`src/hdl/assert_macros.svh`:
```
// assertion macros shared by the rtl
`ifndef ASSERT_MACROS_SVH
`define ASSERT_MACROS_SVH

`ifndef SYNTHESIS

// checked only outside reset
`define ASSERT_CLK(label, clk, rst, prop) \
  label: assert property (@(posedge clk) disable iff (rst) prop) else $error("assertion failed");

// checked at every edge, reset included
`define ASSERT_ALWAYS(label, clk, prop) \
  label: assert property (@(posedge clk) prop) else $error("assertion failed");

`else

`define ASSERT_CLK(label, clk, rst, prop)

`define ASSERT_ALWAYS(label, clk, prop)

`endif

`endif

```
`src/hdl/mdn_pkg.sv`:
```
package mdn_pkg;

  localparam int PIX_W      = 8;
  localparam int WIN_COUNT  = 9;
  localparam int NUM_PASSES = WIN_COUNT;
  localparam int MID_IDX    = WIN_COUNT / 2;

  typedef logic [PIX_W-1:0] pix_t;
  typedef pix_t [WIN_COUNT-1:0] win_t;

  typedef struct packed {
    logic en;
    logic valid_in;
  } stage_ctrl_t;

endpackage

```
`src/hdl/mdn_cell.sv`:
```
module mdn_cell
  import mdn_pkg::*;
(
  input  logic clk,
  input  logic en,
  input  pix_t a,
  input  pix_t b,
  output pix_t lo,
  output pix_t hi
);

  always_ff @(posedge clk) begin
    if (en) begin
      if (a > b) begin
        lo <= b;
        hi <= a;
      end else begin
        lo <= a;
        hi <= b;
      end
    end
  end

endmodule

```
`src/hdl/mdn_stage.sv`:
```
module mdn_stage
  import mdn_pkg::*;
#(
  parameter bit ODD_PASS = 1'b0
) (
  input  logic        clk,
  input  logic        rst,
  input  stage_ctrl_t ctrl,
  input  win_t        win_in,
  output win_t        win_out,
  output logic        valid_out
);

  localparam int START  = ODD_PASS ? 1 : 0;
  localparam int NPAIRS = (WIN_COUNT - START) / 2;
  localparam int STOP   = START + 2 * NPAIRS;

  // compare-exchange cells on adjacent lane pairs
  for (genvar p = 0; p < NPAIRS; p++) begin : g_pair
    mdn_cell u_cell (
      .clk (clk),
      .en  (ctrl.en),
      .a   (win_in[START + 2 * p]),
      .b   (win_in[START + 2 * p + 1]),
      .lo  (win_out[START + 2 * p]),
      .hi  (win_out[START + 2 * p + 1])
    );
  end

  // lanes left out of this pass
  for (genvar k = 0; k < WIN_COUNT; k++) begin : g_lane
    if (k < START || k >= STOP) begin : g_pass
      always_ff @(posedge clk) begin
        if (ctrl.en) begin
          win_out[k] <= win_in[k];
        end
      end
    end
  end

  always_ff @(posedge clk) begin
    if (rst) begin
      valid_out <= 1'b0;
    end else if (ctrl.en) begin
      valid_out <= ctrl.valid_in;
    end
  end

endmodule

```
`src/hdl/median_3x3_window_top.sv`:
```
// 3x3 median filter.
// input channel: in_valid / in_stall with nine 8-bit pixels of one window,
// row-major, pix_r1c1 the centre. output channel: out_valid / out_stall with
// median_pixel, the fifth smallest of the nine.
// the window runs through nine compare-exchange stages (odd-even
// transposition sort); each stage is one register row. a request moves
// through the stage rows in order, and out_valid is the valid bit of the last
// stage.
// throughput is one request per cycle while out_stall is low.
// when the receiver stalls, the last stage holds its result steady and
// earlier stages keep moving until they close up behind it; in_stall rises
// only when every stage holds a request. after that one request leaves for
// each cycle out_stall is low.
// reset clears all stage valid bits; nothing is in flight afterwards and
// in_stall is low in the first cycle after reset.
`include "assert_macros.svh"

module median_3x3_window_top
  import mdn_pkg::*;
(
  input  logic clk,
  input  logic rst,
  input  logic in_valid,
  output logic in_stall,
  input  pix_t pix_r0c0,
  input  pix_t pix_r0c1,
  input  pix_t pix_r0c2,
  input  pix_t pix_r1c0,
  input  pix_t pix_r1c1,
  input  pix_t pix_r1c2,
  input  pix_t pix_r2c0,
  input  pix_t pix_r2c1,
  input  pix_t pix_r2c2,
  output logic out_valid,
  input  logic out_stall,
  output pix_t median_pixel
);

  win_t                    win_in;
  win_t                    stage_win [NUM_PASSES];
  logic [NUM_PASSES-1:0]   stage_valid;
  logic [NUM_PASSES-1:0]   stage_en;
  stage_ctrl_t             stage_ctrl [NUM_PASSES];
  logic                    mid_ordered;

  assign win_in[0] = pix_r0c0;
  assign win_in[1] = pix_r0c1;
  assign win_in[2] = pix_r0c2;
  assign win_in[3] = pix_r1c0;
  assign win_in[4] = pix_r1c1;
  assign win_in[5] = pix_r1c2;
  assign win_in[6] = pix_r2c0;
  assign win_in[7] = pix_r2c1;
  assign win_in[8] = pix_r2c2;

  // a stage loads when it is empty or its contents move on
  always_comb begin
    stage_en[NUM_PASSES-1] = !stage_valid[NUM_PASSES-1] || !out_stall;
    for (int i = NUM_PASSES - 2; i >= 0; i--) begin
      stage_en[i] = !stage_valid[i] || stage_en[i+1];
    end
  end

  for (genvar i = 0; i < NUM_PASSES; i++) begin : g_stage
    if (i == 0) begin : g_first
      assign stage_ctrl[i] = '{en: stage_en[i], valid_in: in_valid};
      mdn_stage #(.ODD_PASS(1'b0)) u_stage (
        .clk       (clk),
        .rst       (rst),
        .ctrl      (stage_ctrl[i]),
        .win_in    (win_in),
        .win_out   (stage_win[i]),
        .valid_out (stage_valid[i])
      );
    end else begin : g_next
      assign stage_ctrl[i] = '{en: stage_en[i], valid_in: stage_valid[i-1]};
      mdn_stage #(.ODD_PASS((i % 2) == 1)) u_stage (
        .clk       (clk),
        .rst       (rst),
        .ctrl      (stage_ctrl[i]),
        .win_in    (stage_win[i-1]),
        .win_out   (stage_win[i]),
        .valid_out (stage_valid[i])
      );
    end
  end

  assign in_stall     = !stage_en[0];
  assign out_valid    = stage_valid[NUM_PASSES-1];
  assign median_pixel = stage_win[NUM_PASSES-1][MID_IDX];

  assign mid_ordered = (stage_win[NUM_PASSES-1][MID_IDX-1] <= median_pixel) &&
                       (median_pixel <= stage_win[NUM_PASSES-1][MID_IDX+1]);

  `ASSERT_ALWAYS(a_reset_empties, clk, rst |=> !out_valid && !in_stall)
  `ASSERT_CLK(a_no_stall_when_drained, clk, rst, !out_stall |-> !in_stall)
  `ASSERT_CLK(a_middle_ordered, clk, rst, out_valid |-> mid_ordered)

endmodule

```
`config.mk`:
```
export PLATFORM = sky130hd
export DESIGN_NAME = median_3x3_window_top
export DESIGN_NICKNAME = d
export VERILOG_FILES = /design/src/hdl/mdn_pkg.sv /design/src/hdl/mdn_cell.sv /design/src/hdl/mdn_stage.sv /design/src/hdl/median_3x3_window_top.sv
export VERILOG_INCLUDE_DIRS = /design/src /design/src/hdl
export SDC_FILE = /design/constraint.sdc
export NUM_CORES = 1
export LEC_CHECK = 0
export BUFFER_PORTS_ARGS = -buffer_cell sky130_fd_sc_hd__buf_2
export CAP_MARGIN = 20
export CORE_ASPECT_RATIO = 1.2
export CORE_UTILIZATION = 40
export CTS_CLUSTER_DIAMETER = 50
export CTS_CLUSTER_SIZE = 16
export DETAILED_ROUTE_END_ITERATION = 10
export HOLD_SLACK_MARGIN = 0.03
export RECOVER_POWER = 50
export REMOVE_ABC_BUFFERS = 1
export SLEW_MARGIN = 20
export SYNTH_ARGS = -nofsm -noshare
export SYNTH_HDL_FRONTEND = slang
export SYNTH_SLANG_ARGS = --single-unit
```
`constraint.sdc`:
```
create_clock -name clk -period 20.7 [get_ports clk]
set_clock_uncertainty 0.05 [all_clocks]
set_input_delay 3.105 -clock clk [delete_from_list [all_inputs] [get_ports clk]]
set_output_delay 3.105 -clock clk [all_outputs]
set_load 0.02 [all_outputs]
```
== Yosys cells after proc, flatten, opt, wreduce, memory -nomap -nowiden ==
Cells that the tools add are included.

* Register bits: 465
* Output and inout port bits: 10
* Logic and storage cells: 168

* Magnitude comparators: 30
* Mux-type cells: 52
* Reductions and logical operators: 20

{| class="wikitable"
|+ Operator list
! operator !! number
|-
| $mux 8 || 52
|-
| $gt 8x8->1 || 30
|-
| $logic_not 1->1 || 11
|-
| $logic_or 1x1->1 || 9
|}

== Longest topological paths before layout ==
* Depth in word-level cells: 11
* Depth in mapped cells: 8

== Cells and area by module ==
A second synthesis with hierarchy kept.

* Cell total of the unflattened synthesis: 2,273
* Area total of the unflattened synthesis: 36,998.0 um^2

{| class="wikitable"
|+ Modules (own cells, without submodules)
! module !! times used !! cells an instance !! area each (um^2) !! sequential area each (um^2)
|-
| mdn_cell || 36 || 60 || 957.2 || 480.5
|-
| mdn_stage || 9 || 11 || 274.0 || 260.2
|-
| median_3x3_window_top || 1 || 14 || 73.8 || 0.0
|}

== Least setup slack after synthesis ==
No wires, ideal clock.

* Path kind: input -> output
* Start: input out_stall
* End: output in_stall
* Arrival time: 8.274 ns
* Required time: 17.545 ns
* Slack: 9.271 ns
* Cell stages on the path: 6
* Buffers on the path: 1
* Path through: and4_1 buf_2 nand4_1 nor3_2 nand2_1 inv_1

* Longest elaborated chain between the ends: 11

{| class="wikitable"
|+ Ends and longest elaborated chain
! element !! line !! RTL
|-
| from (decl) || median_3x3_window_top.sv:35 || <nowiki>input logic out_stall,</nowiki>
|-
| $logic_not 1->1 || median_3x3_window_top.sv:58 || <nowiki>stage_en[NUM_PASSES-1] = !stage_valid[NUM_PASSES-1] || !out_stall;</nowiki>
|-
| $logic_or 1x1->1 || median_3x3_window_top.sv:58 ||
|-
| $logic_or 1x1->1 (5 in series) || median_3x3_window_top.sv:60 || <nowiki>stage_en[i] = !stage_valid[i] || stage_en[i+1];</nowiki>
|-
| named net g_stage[3].g_next.u_stage.g_pair[0].u_cell.en || mdn_cell.sv:5 || <nowiki>input logic en,</nowiki>
|-
| $logic_or 1x1->1 (3 in series) || median_3x3_window_top.sv:60 ||
|-
| named net g_stage[0].g_first.u_stage.g_pair[0].u_cell.en || mdn_cell.sv:5 ||
|-
| $logic_not 1->1 || median_3x3_window_top.sv:88 || <nowiki>assign in_stall = !stage_en[0];</nowiki>
|-
| to (decl) || median_3x3_window_top.sv:24 || <nowiki>output logic in_stall,</nowiki>
|}

The timed path passes the listed nets, and every way through them passes these cells.

== Final worst setup path ==
Same ends and word-level chain as after synthesis.

==> impl_summary.log <==
[metrics] status: complete, but fails checks
[metrics] failing checks: capacitance limit, slew limit
[metrics] number of max-slew violations in the final report: 355
[metrics] register bit total from synthesis: 465
[metrics] Post-Synthesis Cell Area: 0.0267 mm2
[metrics] internal power of the cells: 3.33 mW
[metrics] worst slew slack as a fraction of its limit: -0.863
[metrics] critical path's largest stage delay: 440 ps
[metrics] Top Family by Delay on Critical Path: simple AND/OR/NAND/NOR gates
[metrics] Num CTS Buffers: 47
[metrics] portion of total power attributed to sequential cells: 0.390
[metrics] worst-path cell with the longest stage delay: sky130_fd_sc_hd__nor3_2
[metrics] EDFF count, synth: 456
[metrics] minimum clock period: 8160 ps
[metrics] vias: 13,599
[metrics] buffers plus inverters on the worst setup path: 4
[metrics] initial antenna violation count: 2
[metrics] Chip Width: 238 um
[metrics] total wire length after detailed routing: 45,500 um
[metrics] Die Footprint: 0.0679 mm2
[metrics] cell taking the most area after synthesis: sky130_fd_sc_hd__edfxtp_1
[metrics] sum of negative setup slack: 0 ps
[metrics] Cell variety after synth: 26
[metrics] R2R Setup Slk: 16,620 ps
[metrics] level count of the clock H-tree: 2
[metrics] effective utilization at floorplan: 0.405
[metrics] placeable core area: 0.0660 mm2
[metrics] kind of end point of the critical path: primary output
[metrics] maximum clock frequency: 123 MHz
[metrics] share of post-route cells with drive strength above 1: 0.318
[metrics] slew at the pin with the worst max-slew slack: 2790 ps
[metrics] vertical die dimension: 285 um
[metrics] power dissipated by switching net loads: 1.54 mW
[metrics] number of iterations in the first detailed-routing pass: 4
[metrics] share of the synthesized area in the top cell type: 0.512
[metrics] worst path required time: 17,550 ps
[metrics] setup repair after global routing missed its margin: no
[metrics] post-CTS setup buffers: 0
[metrics] most frequently used cell type in the post-synthesis netlist: sky130_fd_sc_hd__edfxtp_1
[metrics] Port Buf Inserts: 85
[metrics] proportion of register bits with asynchronous set or reset after synthesis: 0
[metrics] Routed WL per cell: 16.5 um
[metrics] post-route clock period utilization: 0.394
[metrics] synthesis warning total: 0
[metrics] maximum number of pins on one net before global-route repair: 75
[metrics] post-layout total power: 4.87 mW
[metrics] most common library cells after synthesis: sky130_fd_sc_hd__edfxtp_1, sky130_fd_sc_hd__inv_1, sky130_fd_sc_hd__ha_1
[metrics] clock tree root buffer cell: sky130_fd_sc_hd__clkbuf_16
[metrics] clock share of power: 0.185
[metrics] Boundary Pins: 86
[metrics] via count of the first global-routing pass: 14,759
[metrics] number of setup violations in the final report: 0
[metrics] relative area change from synthesis to final layout: 8.15%
[metrics] crit-path max FO: 74
[metrics] worst-case clock buffer depth: 3
[metrics] list of cells traversed by the critical path: clkbuf_1 > and4_1 > nand4_1 > buf_4 > nor3_2 > nand2_4 > inv_1 > buf_2
[metrics] Critical Setup Path Class: in -> out
[metrics] post-CTS sizing: 0
[metrics] worst vdd rail ir drop: 79.3 uV
[metrics] half-perimeter wire length after detailed placement: 34,500 um
[metrics] Clock transition at path regs: 60 ps
[metrics] synthesized area per cell: 15.6 um2
[metrics] detailed-route vias per instance: 4.93
[metrics] Cells after Synth: 1,716
[metrics] path class of the lowest-slack min-delay path: reg -> reg
[metrics] worst-case hold slack: 368 ps
[metrics] switching share of power: 0.316
[metrics] global-route usage over all layers: 0.135
[metrics] TritonCTS sink count: 465
[metrics] part of the power in combinational logic: 0.425
[metrics] number of nets in the layout: 2,147
[metrics] total congestion overflow after global routing: 0
[metrics] clock latency at the later pin of the worst-skew pair: 580 ps
[metrics] TritonCTS clock tree: done
[metrics] dominant synthesized flop cell: sky130_fd_sc_hd__edfxtp_1
[metrics] Maximum Capacitance Violations: 19
[metrics] LEAKAGE: 12.4 nW
[metrics] number of remaining DRC errors: 0
[metrics] number of DRC violations after detailed-routing iteration 0: 602
[metrics] CTS Hold Buffers Added: 0
[metrics] Final Hold Viols: 0
[metrics] residual antenna-violating net count after detailed routing: 0
[metrics] arrival time worst endpoint: 5010 ps
[metrics] utilization after layout: 0.438
[metrics] final RePlAce weighted congestion: 0.785
[metrics] first-pass GRT wire length: 74,300 um
[metrics] register area share after synthesis: 0.519
[metrics] category of the worst setup path launch point: input pin
[metrics] cell row count: 103
[metrics] Synth area leaders: sky130_fd_sc_hd__edfxtp_1, sky130_fd_sc_hd__mux2_4, sky130_fd_sc_hd__ha_1
[metrics] power per standard cell area: 168 mW/mm2
metrics by stage:
step                std cells  setup slack, ps  area [um2]
floorplan                1692             9290       26300
global placement         2673            12580       27900
detailed placement       2673            12590       27900
CTS                      2758            12570       29600
global route             2761            12360       28900
finish                   2761            12540       28900
power groups by stage:
| stage | sequential, mW | combinational, mW | clock, mW |
|---|---|---|---|
| finish | 1.90 | 2.07 | 0.902 |
| global route | 1.94 | 2.29 | 0.960 |
| global placement | 1.92 | 2.16 | 0 |
| detailed placement | 1.93 | 2.24 | 0 |
| CTS | 1.91 | 2.26 | 0.930 |
| floorplan | 1.78 | 1.90 | 0 |
layer usage:
metal / track usage / wire length [um] / vias up
met4: 0.0545 / 1340 / 0
met1: 0.148 / 18800 / 6601
met5: 0 / 0 / -
met3: 0.0192 / 1150 / 86
li1: - / - / 6732
met2: 0.257 / 24100 / 180
cells by family (layout without fill, tap and decap cells):
group,count (synthesis),after routing,share of synthesized area
buffers and inverters,271,422,0.0515
adders and majority gates,240,240,0.112
DFF,465,465,0.519
and+or+nand+nor,138,138,0.0347
AOI/OAI and AO/OA,186,186,0.0770
other,0,2,0
muxes,416,416,0.206
sequential cells by signal (all words and copies together), names as in the netlist:
register	flops
g_stage.g_next.u_stage.valid_out	8
g_stage.g_next.u_stage.g_pair.u_cell.hi	176
g_stage.g_next.u_stage.g_pair.u_cell.lo	176
g_stage.g_first.u_stage.valid_out	1
g_stage.g_first.u_stage.win_out	8
g_stage.g_first.u_stage.g_pair.u_cell.lo	32
g_stage.g_next.u_stage.win_out	32
g_stage.g_first.u_stage.g_pair.u_cell.hi	32
cell type report:
type,instances,area (um2)
tap,892,1120
multi-input combinational,980,10900
clock buffer,54,1250
timing repair buffer,90,473
clock inverter,31,413
sequential,465,13900
inverter,247,927
antenna,2,5.00
fill,6003,37100
cells in the final DEF (no fill, tap or decap), types with 3 or more instances in the layout:
cell type / instances
sky130_fd_sc_hd__a211oi_1: 10
sky130_fd_sc_hd__a211oi_2: 20
sky130_fd_sc_hd__a21oi_1: 44
sky130_fd_sc_hd__a21oi_2: 22
sky130_fd_sc_hd__buf_2: 83
sky130_fd_sc_hd__buf_4: 4
sky130_fd_sc_hd__bufinv_16: 6
sky130_fd_sc_hd__clkbuf_1: 6
sky130_fd_sc_hd__clkbuf_16: 49
sky130_fd_sc_hd__clkinv_8: 3
sky130_fd_sc_hd__clkinvlp_4: 6
sky130_fd_sc_hd__dfxtp_1: 9
sky130_fd_sc_hd__edfxtp_1: 456
sky130_fd_sc_hd__ha_1: 240
sky130_fd_sc_hd__inv_1: 245
sky130_fd_sc_hd__inv_6: 6
sky130_fd_sc_hd__inv_8: 5
sky130_fd_sc_hd__mux2_1: 62
sky130_fd_sc_hd__mux2_2: 134
sky130_fd_sc_hd__mux2_4: 220
sky130_fd_sc_hd__nand4_1: 61
sky130_fd_sc_hd__nor2_1: 39
sky130_fd_sc_hd__nor2b_1: 18
sky130_fd_sc_hd__nor2b_2: 3
sky130_fd_sc_hd__nor2b_4: 9
sky130_fd_sc_hd__o211ai_1: 21
sky130_fd_sc_hd__o211ai_2: 9
sky130_fd_sc_hd__o21ai_0: 30
sky130_fd_sc_hd__o32ai_1: 26
sky130_fd_sc_hd__o32ai_4: 4
path summary, 6_finish.rpt:
| kind | startpoint | to | depth (start not counted) |
|---|---|---|---|
| worst min-delay path | g_stage[0].g_first.u_stage.g_pair[0].u_cell.lo[4]$_DFFE_PP_ | g_stage[1].g_next.u_stage.win_out[4]$_DFFE_PP_ | 0 |
| worst max register to register | g_stage[2].g_next.u_stage.g_pair[3].u_cell.hi[1]$_DFFE_PP_ | g_stage[3].g_next.u_stage.g_pair[3].u_cell.lo[7]$_DFFE_PP_ | 6 |
| worst min register to register | g_stage[0].g_first.u_stage.g_pair[0].u_cell.lo[4]$_DFFE_PP_ | g_stage[1].g_next.u_stage.win_out[4]$_DFFE_PP_ | 0 |
| worst max-delay path | out_stall | in_stall | 8 |
No activity file was read; power rests on OpenSTA's default activity.
